`src/hw/rtl/stx_etx_chunk_framer_with_ack_assert.svh`:
```
// Assertion macros shared by the framer RTL files.
// Expects i_clk and i_rst_n in the scope of each use; empty when SYNTHESIS is set.
`ifndef STX_ETX_CHUNK_FRAMER_WITH_ACK_ASSERT_SVH
`define STX_ETX_CHUNK_FRAMER_WITH_ACK_ASSERT_SVH
`ifndef SYNTHESIS
`define SECF_ASSERT_IMP(lbl, a, b) \
    lbl: assert property (@(posedge i_clk) disable iff (!i_rst_n) (a) |-> (b)) \
        else $error("secf: same-cycle check failed");
`define SECF_ASSERT_NXT(lbl, a, b) \
    lbl: assert property (@(posedge i_clk) disable iff (!i_rst_n) (a) |=> (b)) \
        else $error("secf: next-cycle check failed");
`else
`define SECF_ASSERT_IMP(lbl, a, b)
`define SECF_ASSERT_NXT(lbl, a, b)
`endif
`endif

```
`src/hw/rtl/secf_pkg.sv`:
```
// Shared types and constants of the chunk framer.
// No dependencies; imported by the fifo, front, back and top modules.
package secf_pkg;

    localparam int MAX_CHUNK_DEF = 28;
    localparam int QUEUE_DEPTH   = 4;

    localparam logic [7:0] FRAME_START = 8'h02;
    localparam logic [7:0] FRAME_STOP  = 8'h03;

    localparam logic [4:0] LIMIT_RESET = 5'd28;
    localparam logic [7:0] ACK_RESET   = 8'h50;

    localparam logic CFG_LIMIT = 1'b0;
    localparam logic CFG_ACK   = 1'b1;

    localparam logic [1:0] KIND_BYTE = 2'd0;
    localparam logic [1:0] KIND_ACK  = 2'd1;
    localparam logic [1:0] KIND_FAIL = 2'd2;

    typedef enum logic [1:0] {
        OP_FRAME = 2'd0,
        OP_ACK   = 2'd1,
        OP_FAIL  = 2'd2
    } t_op;

    typedef struct packed {
        t_op        op;
        logic [7:0] len;
        logic [7:0] sum;
    } t_cmd;

endpackage

```
`src/hw/rtl/secf_ram.sv`:
```
// Generic single-write, single-read RAM with registered read data.
// No dependencies.
module secf_ram #(
    parameter int WIDTH = 8,
    parameter int DEPTH = 28,
    localparam int AW = (DEPTH > 1) ? $clog2(DEPTH) : 1
) (
    input  logic             i_clk,
    input  logic             i_we,
    input  logic [AW-1:0]    i_waddr,
    input  logic [WIDTH-1:0] i_wdata,
    input  logic [AW-1:0]    i_raddr,
    output logic [WIDTH-1:0] o_rdata
);

    logic [WIDTH-1:0] r_mem [DEPTH];
    logic [WIDTH-1:0] r_rdata;

    always_ff @(posedge i_clk) begin
        if (i_we) begin
            r_mem[i_waddr] <= i_wdata;
        end
        r_rdata <= r_mem[i_raddr];
    end

    assign o_rdata = r_rdata;

endmodule

```
`src/hw/rtl/secf_fifo.sv`:
```
// Short command queue between the front and back parts of the framer.
// Depends on secf_pkg for the command type and depth.
`include "stx_etx_chunk_framer_with_ack_assert.svh"
module secf_fifo (
    input  logic          i_clk,
    input  logic          i_rst_n,
    input  logic          i_push,
    input  secf_pkg::t_cmd i_cmd,
    input  logic          i_pop,
    output secf_pkg::t_cmd o_head,
    output logic          o_empty,
    output logic          o_full
);
    import secf_pkg::*;

    localparam int QAW = (QUEUE_DEPTH > 1) ? $clog2(QUEUE_DEPTH) : 1;
    localparam logic [QAW:0] DEPTH_V = (QAW + 1)'(QUEUE_DEPTH);

    t_cmd           r_mem [QUEUE_DEPTH];
    logic [QAW-1:0] r_wp, n_wp;
    logic [QAW-1:0] r_rp, n_rp;
    logic [QAW:0]   r_count, n_count;

    always_comb begin
        n_wp    = r_wp;
        n_rp    = r_rp;
        n_count = r_count;
        if (i_push) begin
            n_wp = (r_wp == QAW'(QUEUE_DEPTH - 1)) ? '0 : r_wp + 1'b1;
        end
        if (i_pop) begin
            n_rp = (r_rp == QAW'(QUEUE_DEPTH - 1)) ? '0 : r_rp + 1'b1;
        end
        unique case ({i_push, i_pop})
            2'b10:   n_count = r_count + 1'b1;
            2'b01:   n_count = r_count - 1'b1;
            default: n_count = r_count;
        endcase
    end

    always_ff @(posedge i_clk) begin
        if (!i_rst_n) begin
            r_wp    <= '0;
            r_rp    <= '0;
            r_count <= '0;
        end else begin
            r_wp    <= n_wp;
            r_rp    <= n_rp;
            r_count <= n_count;
        end
    end

    always_ff @(posedge i_clk) begin
        if (i_push) begin
            r_mem[r_wp] <= i_cmd;
        end
    end

    assign o_head  = r_mem[r_rp];
    assign o_empty = (r_count == '0);
    assign o_full  = (r_count == DEPTH_V);

    `SECF_ASSERT_IMP(a_no_push_full, o_full, !i_push || i_pop)
    `SECF_ASSERT_NXT(a_count_up, i_push && !i_pop, r_count == $past(r_count) + 1'b1)

endmodule

```
`src/hw/rtl/secf_front.sv`:
```
// Front part: accepts items, holds configuration, collects payload and
// issues frame and status commands. Depends on secf_pkg.
`include "stx_etx_chunk_framer_with_ack_assert.svh"
module secf_front #(
    parameter int MAX_CHUNK = secf_pkg::MAX_CHUNK_DEF,
    localparam int AW = (MAX_CHUNK > 1) ? $clog2(MAX_CHUNK) : 1,
    localparam int FW = $clog2(MAX_CHUNK + 1)
) (
    input  logic           i_clk,
    input  logic           i_rst_n,
    input  logic           i_valid,
    output logic           o_stall,
    input  logic           i_action,
    input  logic [7:0]     i_in_byte,
    input  logic           i_msg_end,
    input  logic           i_cfg_we,
    input  logic           i_cfg_idx,
    input  logic [7:0]     i_cfg_data,
    input  logic           i_q_full,
    output logic           o_push,
    output secf_pkg::t_cmd o_cmd,
    input  logic           i_frame_done,
    output logic           o_ram_we,
    output logic [AW-1:0]  o_ram_waddr,
    output logic [7:0]     o_ram_wdata
);
    import secf_pkg::*;

    localparam logic [1:0] PH_COLLECT = 2'd0;
    localparam logic [1:0] PH_AWAIT   = 2'd1;
    localparam logic [1:0] PH_DISCARD = 2'd2;

    localparam logic [8:0] MAX_V = 9'(MAX_CHUNK);

    logic [4:0]    r_limit;
    logic [7:0]    r_ack;
    logic [FW-1:0] r_fill, n_fill;
    logic [7:0]    r_sum, n_sum;
    logic [1:0]    r_phase, n_phase;
    logic          r_final, n_final;
    logic          r_busy, n_busy;

    logic          acc;
    logic [FW-1:0] fill_new;
    logic [7:0]    sum_new;
    logic [8:0]    lim;
    t_cmd          cmd;
    logic          push;
    logic          we;

    // Stall on a full queue; hold next-chunk data while the payload is read out.
    assign o_stall = i_q_full || (r_busy && (r_phase == PH_COLLECT) && !i_action);
    assign acc     = i_valid && !o_stall;

    assign fill_new = r_fill + 1'b1;
    assign sum_new  = r_sum + i_in_byte;

    always_comb begin
        priority if (r_limit == 5'd0) begin
            lim = 9'd1;
        end else if (9'(r_limit) > MAX_V) begin
            lim = MAX_V;
        end else begin
            lim = 9'(r_limit);
        end
    end

    always_comb begin
        n_fill  = r_fill;
        n_sum   = r_sum;
        n_phase = r_phase;
        n_final = r_final;
        n_busy  = r_busy;
        push    = 1'b0;
        we      = 1'b0;
        cmd.op  = OP_FAIL;
        cmd.len = 8'd0;
        cmd.sum = 8'd0;
        if (i_frame_done) begin
            n_busy = 1'b0;
        end
        if (acc) begin
            if (i_action) begin
                if (r_phase == PH_AWAIT) begin
                    push = 1'b1;
                    if (i_in_byte == r_ack) begin
                        cmd.op  = OP_ACK;
                        n_phase = PH_COLLECT;
                    end else begin
                        cmd.op  = OP_FAIL;
                        n_phase = r_final ? PH_COLLECT : PH_DISCARD;
                    end
                end
            end else begin
                unique case (r_phase)
                    PH_AWAIT: begin
                        push = 1'b1;
                    end
                    PH_DISCARD: begin
                        if (i_msg_end) begin
                            n_phase = PH_COLLECT;
                        end
                    end
                    PH_COLLECT: begin
                        we     = 1'b1;
                        n_fill = fill_new;
                        n_sum  = sum_new;
                        if ((9'(fill_new) >= lim) || i_msg_end) begin
                            push    = 1'b1;
                            cmd.op  = OP_FRAME;
                            cmd.len = 8'(fill_new);
                            cmd.sum = sum_new;
                            n_fill  = '0;
                            n_sum   = 8'd0;
                            n_final = i_msg_end;
                            n_phase = PH_AWAIT;
                            n_busy  = 1'b1;
                        end
                    end
                    default: begin
                        n_phase = PH_COLLECT;
                    end
                endcase
            end
        end
    end

    always_ff @(posedge i_clk) begin
        if (!i_rst_n) begin
            r_limit <= LIMIT_RESET;
            r_ack   <= ACK_RESET;
            r_fill  <= '0;
            r_sum   <= 8'd0;
            r_phase <= PH_COLLECT;
            r_final <= 1'b0;
            r_busy  <= 1'b0;
        end else begin
            if (i_cfg_we) begin
                unique case (i_cfg_idx)
                    CFG_LIMIT: r_limit <= i_cfg_data[4:0];
                    CFG_ACK:   r_ack   <= i_cfg_data;
                    default:   r_ack   <= r_ack;
                endcase
            end
            r_fill  <= n_fill;
            r_sum   <= n_sum;
            r_phase <= n_phase;
            r_final <= n_final;
            r_busy  <= n_busy;
        end
    end

    assign o_push      = push;
    assign o_cmd       = cmd;
    assign o_ram_we    = we;
    assign o_ram_waddr = r_fill[AW-1:0];
    assign o_ram_wdata = i_in_byte;

    `SECF_ASSERT_IMP(a_no_write_busy, we, !r_busy)
    `SECF_ASSERT_NXT(a_frame_awaits, push && (cmd.op == OP_FRAME), r_busy && (r_phase == PH_AWAIT))

endmodule

```
`src/hw/rtl/secf_back.sv`:
```
// Back part: pops commands and sends frame bytes and status beats through
// an output register. Depends on secf_pkg; reads payload from secf_ram.
`include "stx_etx_chunk_framer_with_ack_assert.svh"
module secf_back #(
    parameter int MAX_CHUNK = secf_pkg::MAX_CHUNK_DEF,
    localparam int AW = (MAX_CHUNK > 1) ? $clog2(MAX_CHUNK) : 1,
    localparam int FW = $clog2(MAX_CHUNK + 1)
) (
    input  logic           i_clk,
    input  logic           i_rst_n,
    input  logic           i_empty,
    input  secf_pkg::t_cmd i_head,
    output logic           o_pop,
    output logic [AW-1:0]  o_ram_raddr,
    input  logic [7:0]     i_ram_rdata,
    output logic           o_frame_done,
    output logic           o_valid,
    input  logic           i_stall,
    output logic [7:0]     o_out_byte,
    output logic [1:0]     o_out_kind,
    output logic           o_frame_last
);
    import secf_pkg::*;

    localparam logic [2:0] B_IDLE  = 3'd0;
    localparam logic [2:0] B_START = 3'd1;
    localparam logic [2:0] B_LEN   = 3'd2;
    localparam logic [2:0] B_PAY   = 3'd3;
    localparam logic [2:0] B_SUM   = 3'd4;
    localparam logic [2:0] B_STOP  = 3'd5;
    localparam logic [2:0] B_STAT  = 3'd6;

    logic [2:0]    r_state, n_state;
    logic [FW-1:0] r_idx, n_idx;
    logic          r_rd_ok, n_rd_ok;
    t_op           r_op;
    logic [7:0]    r_len;
    logic [7:0]    r_sum;
    logic          r_ovalid, n_ovalid;
    logic [7:0]    r_obyte, n_obyte;
    logic [1:0]    r_okind, n_okind;
    logic          r_olast, n_olast;

    logic free;
    logic pop;
    logic load;
    logic done;

    assign free = !r_ovalid || !i_stall;
    assign pop  = (r_state == B_IDLE) && !i_empty;

    always_comb begin
        n_state  = r_state;
        n_idx    = r_idx;
        n_rd_ok  = 1'b1;
        n_obyte  = r_obyte;
        n_okind  = r_okind;
        n_olast  = r_olast;
        load     = 1'b0;
        done     = 1'b0;
        unique case (r_state)
            B_IDLE: begin
                if (pop) begin
                    n_idx   = '0;
                    n_rd_ok = 1'b0;
                    n_state = (i_head.op == OP_FRAME) ? B_START : B_STAT;
                end
            end
            B_START: begin
                if (free) begin
                    load    = 1'b1;
                    n_obyte = FRAME_START;
                    n_okind = KIND_BYTE;
                    n_olast = 1'b0;
                    n_state = B_LEN;
                end
            end
            B_LEN: begin
                if (free) begin
                    load    = 1'b1;
                    n_obyte = r_len;
                    n_okind = KIND_BYTE;
                    n_olast = 1'b0;
                    n_state = B_PAY;
                end
            end
            B_PAY: begin
                // After each address step, hold off until the registered read data is valid.
                if (free && r_rd_ok) begin
                    load    = 1'b1;
                    n_obyte = i_ram_rdata;
                    n_okind = KIND_BYTE;
                    n_olast = 1'b0;
                    n_idx   = r_idx + 1'b1;
                    n_rd_ok = 1'b0;
                    if ((8'(r_idx) + 8'd1) == r_len) begin
                        n_state = B_SUM;
                    end
                end
            end
            B_SUM: begin
                if (free) begin
                    load    = 1'b1;
                    n_obyte = r_sum;
                    n_okind = KIND_BYTE;
                    n_olast = 1'b0;
                    n_state = B_STOP;
                end
            end
            B_STOP: begin
                if (free) begin
                    load    = 1'b1;
                    done    = 1'b1;
                    n_obyte = FRAME_STOP;
                    n_okind = KIND_BYTE;
                    n_olast = 1'b1;
                    n_state = B_IDLE;
                end
            end
            B_STAT: begin
                if (free) begin
                    load    = 1'b1;
                    n_obyte = 8'd0;
                    n_okind = (r_op == OP_ACK) ? KIND_ACK : KIND_FAIL;
                    n_olast = 1'b1;
                    n_state = B_IDLE;
                end
            end
            default: begin
                n_state = B_IDLE;
            end
        endcase
        if (load) begin
            n_ovalid = 1'b1;
        end else if (!i_stall) begin
            n_ovalid = 1'b0;
        end else begin
            n_ovalid = r_ovalid;
        end
    end

    always_ff @(posedge i_clk) begin
        if (!i_rst_n) begin
            r_state  <= B_IDLE;
            r_idx    <= '0;
            r_rd_ok  <= 1'b0;
            r_ovalid <= 1'b0;
        end else begin
            r_state  <= n_state;
            r_idx    <= n_idx;
            r_rd_ok  <= n_rd_ok;
            r_ovalid <= n_ovalid;
        end
    end

    always_ff @(posedge i_clk) begin
        if (pop) begin
            r_op  <= i_head.op;
            r_len <= i_head.len;
            r_sum <= i_head.sum;
        end
        r_obyte <= n_obyte;
        r_okind <= n_okind;
        r_olast <= n_olast;
    end

    assign o_pop        = pop;
    assign o_ram_raddr  = r_idx[AW-1:0];
    assign o_frame_done = done;
    assign o_valid      = r_ovalid;
    assign o_out_byte   = r_obyte;
    assign o_out_kind   = r_okind;
    assign o_frame_last = r_olast;

    `SECF_ASSERT_NXT(a_done_idle, done, (r_state == B_IDLE) && r_ovalid && r_olast)

endmodule

```
`src/hw/rtl/stx_etx_chunk_framer_with_ack.sv`:
```
// Chunk framer with acknowledge: message bytes in, STX/ETX frames and reply
// status beats out. An input beat is taken whenever the command queue has
// room; a data byte for the next chunk is held off until the current frame
// has been sent. The back part pops a command, then sends the start, length,
// payload, sum and stop bytes; the read of the first payload byte overlaps
// the start byte, and each later payload byte waits for the registered read
// of the payload RAM. A status command is popped and sent as one beat.
// Output stalls hold the output register and back-pressure through the queue.
// No clearing pass after reset.
`include "stx_etx_chunk_framer_with_ack_assert.svh"
module stx_etx_chunk_framer_with_ack #(
    parameter int MAX_CHUNK = secf_pkg::MAX_CHUNK_DEF
) (
    input  logic       i_clk,
    input  logic       i_rst_n,
    input  logic       i_valid,
    output logic       o_stall,
    input  logic       i_action,
    input  logic [7:0] i_in_byte,
    input  logic       i_msg_end,
    output logic       o_valid,
    input  logic       i_stall,
    output logic [7:0] o_out_byte,
    output logic [1:0] o_out_kind,
    output logic       o_frame_last,
    input  logic       i_cfg_we,
    input  logic       i_cfg_idx,
    input  logic [7:0] i_cfg_data
);
    import secf_pkg::*;

    localparam int AW = (MAX_CHUNK > 1) ? $clog2(MAX_CHUNK) : 1;

    logic          push;
    t_cmd          cmd;
    logic          pop;
    t_cmd          head;
    logic          q_empty;
    logic          q_full;
    logic          frame_done;
    logic          ram_we;
    logic [AW-1:0] ram_waddr;
    logic [7:0]    ram_wdata;
    logic [AW-1:0] ram_raddr;
    logic [7:0]    ram_rdata;

    secf_front #(
        .MAX_CHUNK(MAX_CHUNK)
    ) u_front (
        .i_clk        (i_clk),
        .i_rst_n      (i_rst_n),
        .i_valid      (i_valid),
        .o_stall      (o_stall),
        .i_action     (i_action),
        .i_in_byte    (i_in_byte),
        .i_msg_end    (i_msg_end),
        .i_cfg_we     (i_cfg_we),
        .i_cfg_idx    (i_cfg_idx),
        .i_cfg_data   (i_cfg_data),
        .i_q_full     (q_full),
        .o_push       (push),
        .o_cmd        (cmd),
        .i_frame_done (frame_done),
        .o_ram_we     (ram_we),
        .o_ram_waddr  (ram_waddr),
        .o_ram_wdata  (ram_wdata)
    );

    secf_ram #(
        .WIDTH(8),
        .DEPTH(MAX_CHUNK)
    ) u_ram (
        .i_clk   (i_clk),
        .i_we    (ram_we),
        .i_waddr (ram_waddr),
        .i_wdata (ram_wdata),
        .i_raddr (ram_raddr),
        .o_rdata (ram_rdata)
    );

    secf_fifo u_fifo (
        .i_clk   (i_clk),
        .i_rst_n (i_rst_n),
        .i_push  (push),
        .i_cmd   (cmd),
        .i_pop   (pop),
        .o_head  (head),
        .o_empty (q_empty),
        .o_full  (q_full)
    );

    secf_back #(
        .MAX_CHUNK(MAX_CHUNK)
    ) u_back (
        .i_clk        (i_clk),
        .i_rst_n      (i_rst_n),
        .i_empty      (q_empty),
        .i_head       (head),
        .o_pop        (pop),
        .o_ram_raddr  (ram_raddr),
        .i_ram_rdata  (ram_rdata),
        .o_frame_done (frame_done),
        .o_valid      (o_valid),
        .i_stall      (i_stall),
        .o_out_byte   (o_out_byte),
        .o_out_kind   (o_out_kind),
        .o_frame_last (o_frame_last)
    );

    `SECF_ASSERT_IMP(a_pop_nonempty, pop, !q_empty)

endmodule
```
`config.mk`:
```
export PLATFORM = sky130hd
export DESIGN_NAME = stx_etx_chunk_framer_with_ack
export DESIGN_NICKNAME = d
export VERILOG_FILES = /design/src/hw/rtl/secf_pkg.sv /design/src/hw/rtl/secf_ram.sv /design/src/hw/rtl/secf_fifo.sv /design/src/hw/rtl/secf_front.sv /design/src/hw/rtl/secf_back.sv /design/src/hw/rtl/stx_etx_chunk_framer_with_ack.sv
export VERILOG_INCLUDE_DIRS = /design/src /design/src/hw/rtl
export SDC_FILE = /design/constraint.sdc
export NUM_CORES = 1
export LEC_CHECK = 0
export ABC_CLOCK_PERIOD_IN_PS = 5000
export BUFFER_PORTS_ARGS = -buffer_cell sky130_fd_sc_hd__buf_4
export CORE_ASPECT_RATIO = 0.5
export CORE_UTILIZATION = 38
export CTS_CLUSTER_SIZE = 10
export DETAILED_ROUTE_END_ITERATION = 7
export SLEW_MARGIN = 20
export SYNTH_ARGS = -nofsm -noshare
export SYNTH_HDL_FRONTEND = slang
export SYNTH_HIERARCHICAL = 1
export SYNTH_SLANG_ARGS = --single-unit
```
`constraint.sdc`:
```
create_clock -name i_clk -period 5 [get_ports i_clk]
set_clock_uncertainty 0.1 [all_clocks]
set_input_delay 0.25 -clock i_clk [delete_from_list [all_inputs] [get_ports i_clk]]
set_output_delay 0.25 -clock i_clk [all_outputs]
set_load 0.005 [all_outputs]
```
==> key figures, run 1 <==
Final layout
  • Fin area: 17,900 µm²
  • Final nets: 1,108
  • Filler cell count: 3,541
  • Area Overhead vs Synth: 13.3%
  • Most frequent cells in the layout: 325 x edfxtp_1, 78 x mux2i_1, 72 x nand2_1, 58 x nor2_1, 54 x dfxtp_1
  • Util after Layout: 0.440
  • N_diodes: 0
  • Commonest non-fill, non-tap cell in the layout: edfxtp_1
  • Share of layout cells above drive strength 1: 0.132
  • Non-filler instance count after layout: 1,637

Timing
  • Slew HR: 0.342
  • Setup ws final: 822 ps
  • Unrepaired setup endpoints after global routing: false
  • Final period util: 0.836
  • Minimum clock period: 4180 ps
  • Worst Tran Pin Value: 988 ps
  • Final setup TNS: 0 ps
  • Final hold vios: 0
  • Hold_ws: 45.9 ps
  • Peak Freq: 239 MHz
  • # setup viols final: 0
  • Max Slew Vio Count: 0

Hold path
  • Hold Startpoint: i_action
  • Hold Path Class: in -> reg
  • Hold path cells: 4

Global route
  • Vias in the first global route: 8,673
  • Met3 Use GR: 0.0321
  • Pin count of the biggest net entering global routing: 36
  • Global route hottest layer: met2
  • GR Util met2: 0.272
  • GRT met1 Usage: 0.229
  • Total gr overflow: 0
  • Overall Global Routing Usage: 0.167
  • Global-route wire length before repair: 53,600 µm
  • Initial antenna violation count: 0

Die
  • Row count: 52
  • CORE AREA: 40,700 µm²
  • Initial Util: 0.388
  • Die ar.: 42,400 µm²
  • Io pins: 37
  • Die height: 146 µm
  • Die W: 290 µm

Pwr
  • Leak Pwr: 5.78 nW
  • IR Drop Worst-Case VDD: 247 µV
  • Tot Pwr: 7.57 mW
  • PwrDens: 423 nW/µm²

Job
  • Max Cap Viol: 0

Detailed routing
  • DR vias/cell: 5.31
  • DR pass1 iterations: 4
  • Routed WL per cell: 21.4 µm
  • Final ANT Viol Nets: 0
  • Routed wire length: 35,000 µm
  • First-iteration detailed-routing DRC count: 634
  • DRC: 0
  • DR vias: 8,687

CTS
  • Worst skew pair latency: 540 ps
  • CTS buffer count: 44
  • CTS tree: built
  • CTS-repair resized insts: 0
  • Root buffer cell: clkbuf_16
  • Clock Path Buffers: 3
  • H-tree depth: 2
  • Sinks on Clock Net: 382
  • Clock slew at reported path FFs: 60 ps

Worst setup path
  • CP endpoint kind: register
  • Element type at the critical path start: register
  • Cell Chain, Critical Path: ha_1, nand3_1, xor2_1, inv_1, ha_1, and2_1, a21o_1, a21oi_1, nor3b_1, and2_1
  • Crit Path Max Fanout: 18
  • Setup crit start: u_front/o_ram_waddr[0]$_SDFFE_PN0P_
  • Slowest Stage Delay on Critical Path: 890 ps
  • Crit path depth: 10
  • Slowest CP cell: and2_1
  • FF-to-FF path depth: 10
  • WP data required: 5050 ps
  • WS Path Type: reg -> reg
  • Crit path max-delay family: simple AND/OR/NAND/NOR gates
  • CP arrival: 4220 ps
  • Critical R2R Launch: u_front/o_ram_waddr[0]$_SDFFE_PN0P_
  • WP buf/inv: 1

Synthesis
  • Mean post-synth cell area: 15.7 µm²
  • Asr flop ratio synth: 0
  • Most used DFF post-synth: edfxtp_1
  • Sequential fraction of the synthesis area: 0.690
  • Cells after Synth: 1,007
  • Seq cells post-synth: 382
  • Mapped cell area: 15,800 µm²
  • Post-synth EDFFs: 325
  • Yosys warnings: 6
  • Synth unique cells: 71

Placement
  • Post-DP HPWL: 22,600 µm
  • Placed Cells: 1,542
  • Setup WS pre-CTS: 848 ps
  • Dpl cell area: 16,500 µm²
  • RD Place Congestion: 0.830
  • IO Port Bufs: 36

Status
  • Outcome: completed
-- routing by layer --
layer	part of all wire	wire length, µm
met4	0.018	620
met5	0	0
met3	0.050	1740
met2	0.47	16600
met1	0.46	16000
-- worst min-delay path, stage by stage --
cell     delay, ps
buf_4          130
inv_1           80
or4b_1         110
a21oi_1         50
-- report_power, final --
part | internal (mW) | total [mW] | switching, mW | leakage (nW)
Clock | 1.66 | 2.84 | 1.18 | 0.598
Combinational | 0.397 | 0.906 | 0.509 | 1.75
Sequential | 3.68 | 3.82 | 0.150 | 3.43
-- layout make-up --
| class | instances | area, µm² | area share |
|---|---|---|---|
| Multi-Input combinational cell | 558 | 4510 | 0.252 |
| Tap cell | 540 | 676 | 0.0378 |
| Timing Repair Buffer | 59 | 478 | 0.0267 |
| Sequential cell | 382 | 10900 | 0.609 |
| Inverter | 17 | 63.8 | 0.00357 |
| Clock inverter | 3 | 33.8 | 0.00189 |
| Clock buffer | 78 | 1230 | 0.0687 |
-- synth_stat cells (3+ instances only) --
master	instances	area, µm²
edfxtp_1	325	9760
mux2i_1	78	781
nand2_1	72	270
nor2_1	59	221
dfxtp_1	57	1140
a21oi_1	32	160
mux4_2	30	676
o21ai_0	28	140
a22oi_1	27	203
nand3_1	24	120
clkbuf_1	20	75.1
ha_1	20	250
xor2_1	19	166
and2_1	16	100
buf_4	15	113
inv_1	15	56.3
mux4_1	14	368
nor2b_1	12	75.1
nor3_1	11	55.1
nand4_1	10	62.6
nand2b_1	8	50.1
xnor2_1	8	70.1
and3_1	7	43.8
buf_2	6	30.0
buf_6	6	67.6
o21ai_1	6	30.0
nand3b_1	5	37.5
nor3b_1	5	37.5
nor4_1	4	25.0
o31ai_1	4	30.0
or3_1	4	25.0
a21o_1	3	22.5
a221oi_1	3	26.3
buf_1	3	11.3
mux2_2	3	33.8
o21a_1	3	22.5
-- cell families (layout without fill, tap and decap cells) --
logic type,after synthesis,in the layout,share of synthesized area
compound gates,131,131,0.0544
xor+xnor,27,27,0.0150
fa+ha+maj,22,22,0.0184
buf+inv,69,157,0.0254
flops,382,382,0.690
mux,125,125,0.118
other cells,1,3,0.000238
simple gates,250,250,0.0785
-- state kept, by name (all words and copies together), names as in the netlist, 8 cells and up, named ones only --
signal / count
u_ram/r_mem: 224
u_fifo/r_mem: 72
u_back/o_out_byte: 8
u_back/r_len: 8
u_back/r_sum: 8
u_front/r_ack: 8
u_front/r_sum: 8
u_ram/o_rdata: 8
-- what timing repair did --
| item | 4_1_cts | 5_1_grt |
|---|---|---|
| setup endpoints to repair | 0 | 0 |
| hold endpoints to repair | 14 | 0 |
| hold buffers | 14 | 0 |
| setup buffers | 0 | 0 |
-- final timing paths --
path | to | slack (ps)
worst max-delay path | u_fifo/r_mem[2][1]$_DFFE_PP_ | 820
worst min-delay path | u_front/r_phase[1]$_SDFFE_PN0P_ | 50
worst max register to register | u_fifo/r_mem[2][1]$_DFFE_PP_ | 820
worst min register to register | u_front/r_sum[6]$_SDFFE_PN0P_ | 370
No activity file was read; power rests on OpenSTA's default activity.
==> run 2: changes to the inputs <==
Settings changed: ABC_AREA set to 1, ABC_CLOCK_PERIOD_IN_PS 5000 to 3400.
Clock period 5 ns to 3.4 ns, I/O delays scaled along.
==> run 2 against run 1 <==
Non-clock buffer count is 63 higher. Clock power is 46% higher. Combinational power is 120% higher. Synthesized cell count is 62% higher. Largest power group unchanged. Die area is 6.3% higher.
==> key figures, run 2 <==
Global route
  • Initial antenna violation count: 0 (unchanged)
  • Overall Global Routing Usage: 0.175 (+0.00878)
  • Pin count of the biggest net entering global routing: 69 (+92%)
  • Vias in the first global route: 10,818 (+25%)
  • Total gr overflow: 0 (unchanged)
  • Global-route wire length before repair: 60,900 µm (+14%)

Worst setup path
  • Cell Chain, Critical Path: ha_1, nand3_1, xor2_2, inv_1, ha_1, nand2_1, nor2_1, nand2_1, nand3_2, nand3_1, a21oi_1, inv_1, ha_1, inv_1, fa_1, a21oi_1
  • Slowest CP cell: fa_1
  • Slowest Stage Delay on Critical Path: 410 ps (-480 ps)
  • WP data required: 3770 ps (-1280 ps)
  • FF-to-FF setup slack: 290 ps (-530 ps)
  • Crit Path Max Fanout: 6 (-12)
  • CP arrival: 3480 ps (-740 ps)
  • CP endpoint kind: register
  • Element type at the critical path start: register
  • Critical R2R Launch: u_front/o_ram_waddr[1]$_SDFFE_PN0P_
  • WS Path Type: reg -> reg
  • Crit path max-delay family: adder cells
  • Setup crit start: u_front/o_ram_waddr[1]$_SDFFE_PN0P_
  • WP buf/inv: 3 (+2)

Synthesis
  • Mapped cell area: 16,800 µm² (+6.4%)
  • Sequential fraction of the synthesis area: 0.649 (-0.0414)
  • Yosys top cell area share: 0.581 (-0.0371)
  • Cells after Synth: 1,634 (+62%)
  • Post-Synth XOR/XNOR Area: 0.00417 (-0.0108)
  • Mean post-synth cell area: 10.3 µm² (-34%)
  • Post-synth EDFFs: 325 (unchanged)
  • Yosys warnings: 6 (unchanged)
  • Adder-Cell Fraction of Synth Area: 0.0173 (-0.00110)
  • Synth Area in Compound Gates: 0.0591 (+0.00463)
  • Mux cell area share after synthesis: 0 (-0.118)
  • Post-Synth Simple-Gate Area: 0.202 (+0.123)
  • Seq cells post-synth: 382 (unchanged)
  • Largest family of logic cells by synthesized area: simple AND/OR/NAND/NOR gates
  • Most frequent cell after synthesis: nand2_1
  • Synth area leaders: edfxtp_1 58%, nand2_1 9.1%, dfxtp_1 6.8%, nand3_1 4.8%, nor2_1 4.2%
  • Yosys top cell by area: edfxtp_1
  • Synth unique cells: 46 (-35%)
  • Top cells by count, synth: 405 x nand2_1, 325 x edfxtp_1, 188 x nor2_1
  • Asr flop ratio synth: 0 (unchanged)
  • Most used DFF post-synth: edfxtp_1

Die
  • CORE AREA: 43,600 µm² (+7.2%)
  • Die height: 151 µm (+3.1%)
  • Row count: 54 (+3.8%)
  • Die W: 299 µm (+3.1%)
  • Initial Util: 0.385 (-0.00286)
  • Io pins: 37 (unchanged)
  • Die ar.: 45,100 µm² (+6.3%)

CTS
  • Clock Path Buffers: 3 (unchanged)
  • Sinks on Clock Net: 382 (unchanged)
  • Worst skew pair latency: 550 ps (about the same)
  • H-tree depth: 2 (unchanged)
  • CTS buffer count: 44 (unchanged)
  • Root buffer cell: clkbuf_16
  • CTS tree: built
  • Clock slew at reported path FFs: 60 ps (about the same)

Timing
  • Max Slew Vio Count: 0 (unchanged)
  • # setup viols final: 0 (unchanged)
  • Final period util: 0.914 (+0.0780)
  • Slew HR: 0.337 (-0.00503)
  • Worst Tran Pin Value: 994 ps (+6.44 ps)
  • Final hold vios: 0 (unchanged)
  • Peak Freq: 322 MHz (+35%)
  • Minimum clock period: 3110 ps (-1070 ps)

Pwr
  • IR Drop Worst-Case VDD: 363 µV (+47%)
  • PwrDens: 613 nW/µm² (+45%)
  • Logic gate share of total power: 0.170 (+0.050)
  • Sw Share: 0.276 (+0.0331)
  • Leak Pwr: 7.69 nW (+33%)
  • Switch Pwr: 3.27 mW (+78%)
  • Tot Pwr: 11.9 mW (+57%)
  • Clock power share: 0.351 (-0.024)
  • Sequential Power Share: 0.479 (-0.026)
  • Int Pwr: 8.58 mW (+50%)

Final layout
  • Fin area: 19,300 µm² (+8.0%)
  • Filler cell count: 4,046 (+14%)
  • Commonest non-fill, non-tap cell in the layout: nand2_1
  • Most frequent cells in the layout: 405 x nand2_1, 325 x edfxtp_1, 187 x nor2_1, 161 x inv_1, 160 x nand3_1
  • Area Overhead vs Synth: 15.0%
  • Non-filler instance count after layout: 2,344 (+43%)
  • Largest regs: u_ram/r_mem x224, u_fifo/r_mem x72
  • Final nets: 1,776 (+60%)
  • Register area: 10,900 µm² (unchanged)
  • Util after Layout: 0.443 (+0.00329)
  • Biggest register: u_ram/r_mem
  • Share of layout cells above drive strength 1: 0.120 (-0.0126)
  • Multi-input logic area: 4760 µm² (+5.6%)
  • Largest register FFs: 224 (unchanged)
  • N_diodes: 0 (unchanged)

Detailed routing
  • Routed wire length: 39,000 µm (+11%)
  • DR vias: 11,442 (+32%)
  • DRC: 0 (unchanged)
  • DR pass1 iterations: 4 (unchanged)
  • Routed WL per cell: 16.6 µm (-22%)
  • DR vias/cell: 4.88 (-8.0%)
  • Final ANT Viol Nets: 0 (unchanged)
  • First-iteration detailed-routing DRC count: 851 (+34%)

Placement
  • Dpl cell area: 17,800 µm² (+7.7%)
  • RD Place Congestion: 0.796 (-4.1%)
  • Post-DP HPWL: 23,900 µm (+5.9%)
  • Placed Cells: 2,240 (+45%)
  • IO Port Bufs: 36 (unchanged)

Job
  • Max Cap Viol: 0 (unchanged)

Hold path
  • Hold Path Class: in -> reg
  • Hold Startpoint: i_stall

Status
  • Outcome: completed
## run 2: cell count changes in the layout (fill, tap and decap cells not counted), moves of 14 or more
cell	previous run	this run
mux4_2	30	0
inv_1	15	161
dlygate4sd3_1	14	31
a22oi_1	27	3
buf_4	45	90
nand3_1	24	160
o22ai_1	2	18
mux4_1	14	0
mux2i_1	78	0
and2_1	16	0
nor2_1	58	187
o21ai_0	28	67
nand2_1	72	405
## run 2: power groups by stage
stage                     clock [mW]  sequential (mW)  combinational (mW)
after CTS                       4.26             5.68                2.03
after global placement             0             5.78                1.97
after detailed placement           0             5.78                1.99
after floorplan                    0             5.71                1.42
after global routing            4.45             5.71                2.25
final                           4.16             5.68                2.01
## run 2: routing by layer
metal	track usage	vias to the layer above	part of all wire
met4	0.0679	0	0.033
met3	0.0280	81	0.048
met2	0.289	259	0.46
met1	0.233	5447	0.45
li1	-	5655	-
met5	0	-	0
## run 2: cells by family (layout without fill, tap and decap cells)
group	after synthesis	in the layout
fa+ha+maj	22	22
simple gates	802	802
other cells	1	3
xor+xnor	8	8
buf+inv	251	371
flops	382	382
compound gates	168	168
## run 2: tightest hold or removal path, cell delays in order
cell	delay, ps
buf_4	80
nand2_1	120
inv_1	130
nor2_1	50
nor2_1	80
## run 2: per-stage QoR
| stage | hold slack [ps] | setup WS, ps | TNS, ps |
|---|---|---|---|
| after global placement | 292 | 217 | 0 |
| final | 34.3 | 294 | 0 |
| after CTS | 2.44 | 86.9 | 0 |
| after global routing | 50.5 | -0.530 | -0.530 |
| after floorplan | 183 | 308 | 0 |
| after detailed placement | 292 | 113 | 0 |
## run 2: cell type report
type,count,share of cell area
Inverter,177,0.0350
Timing Repair Buffer,122,0.0521
Tap cell,588,0.0381
Multi-Input combinational cell,1003,0.247
Clock inverter,3,0.00155
Sequential cell,382,0.564
Clock buffer,69,0.0624
## run 2: worst paths after layout
path | cells after the start | endpoint
worst max-delay path | 16 | u_fifo/r_count[1]$_SDFFE_PN0P_
worst min-delay path | 5 | u_back/o_valid$_SDFFE_PN0P_
worst max register to register | 16 | u_fifo/r_count[1]$_SDFFE_PN0P_
worst min register to register | 2 | u_front/r_ack[3]$_SDFFE_PN0P_
## run 2: what timing repair did
action,CTS,global route
gates resized for setup,0,3
buffers inserted,0,1
hold buffers,31,0
endpoints found under the setup margin,0,2
hold endpoints to repair,209,0
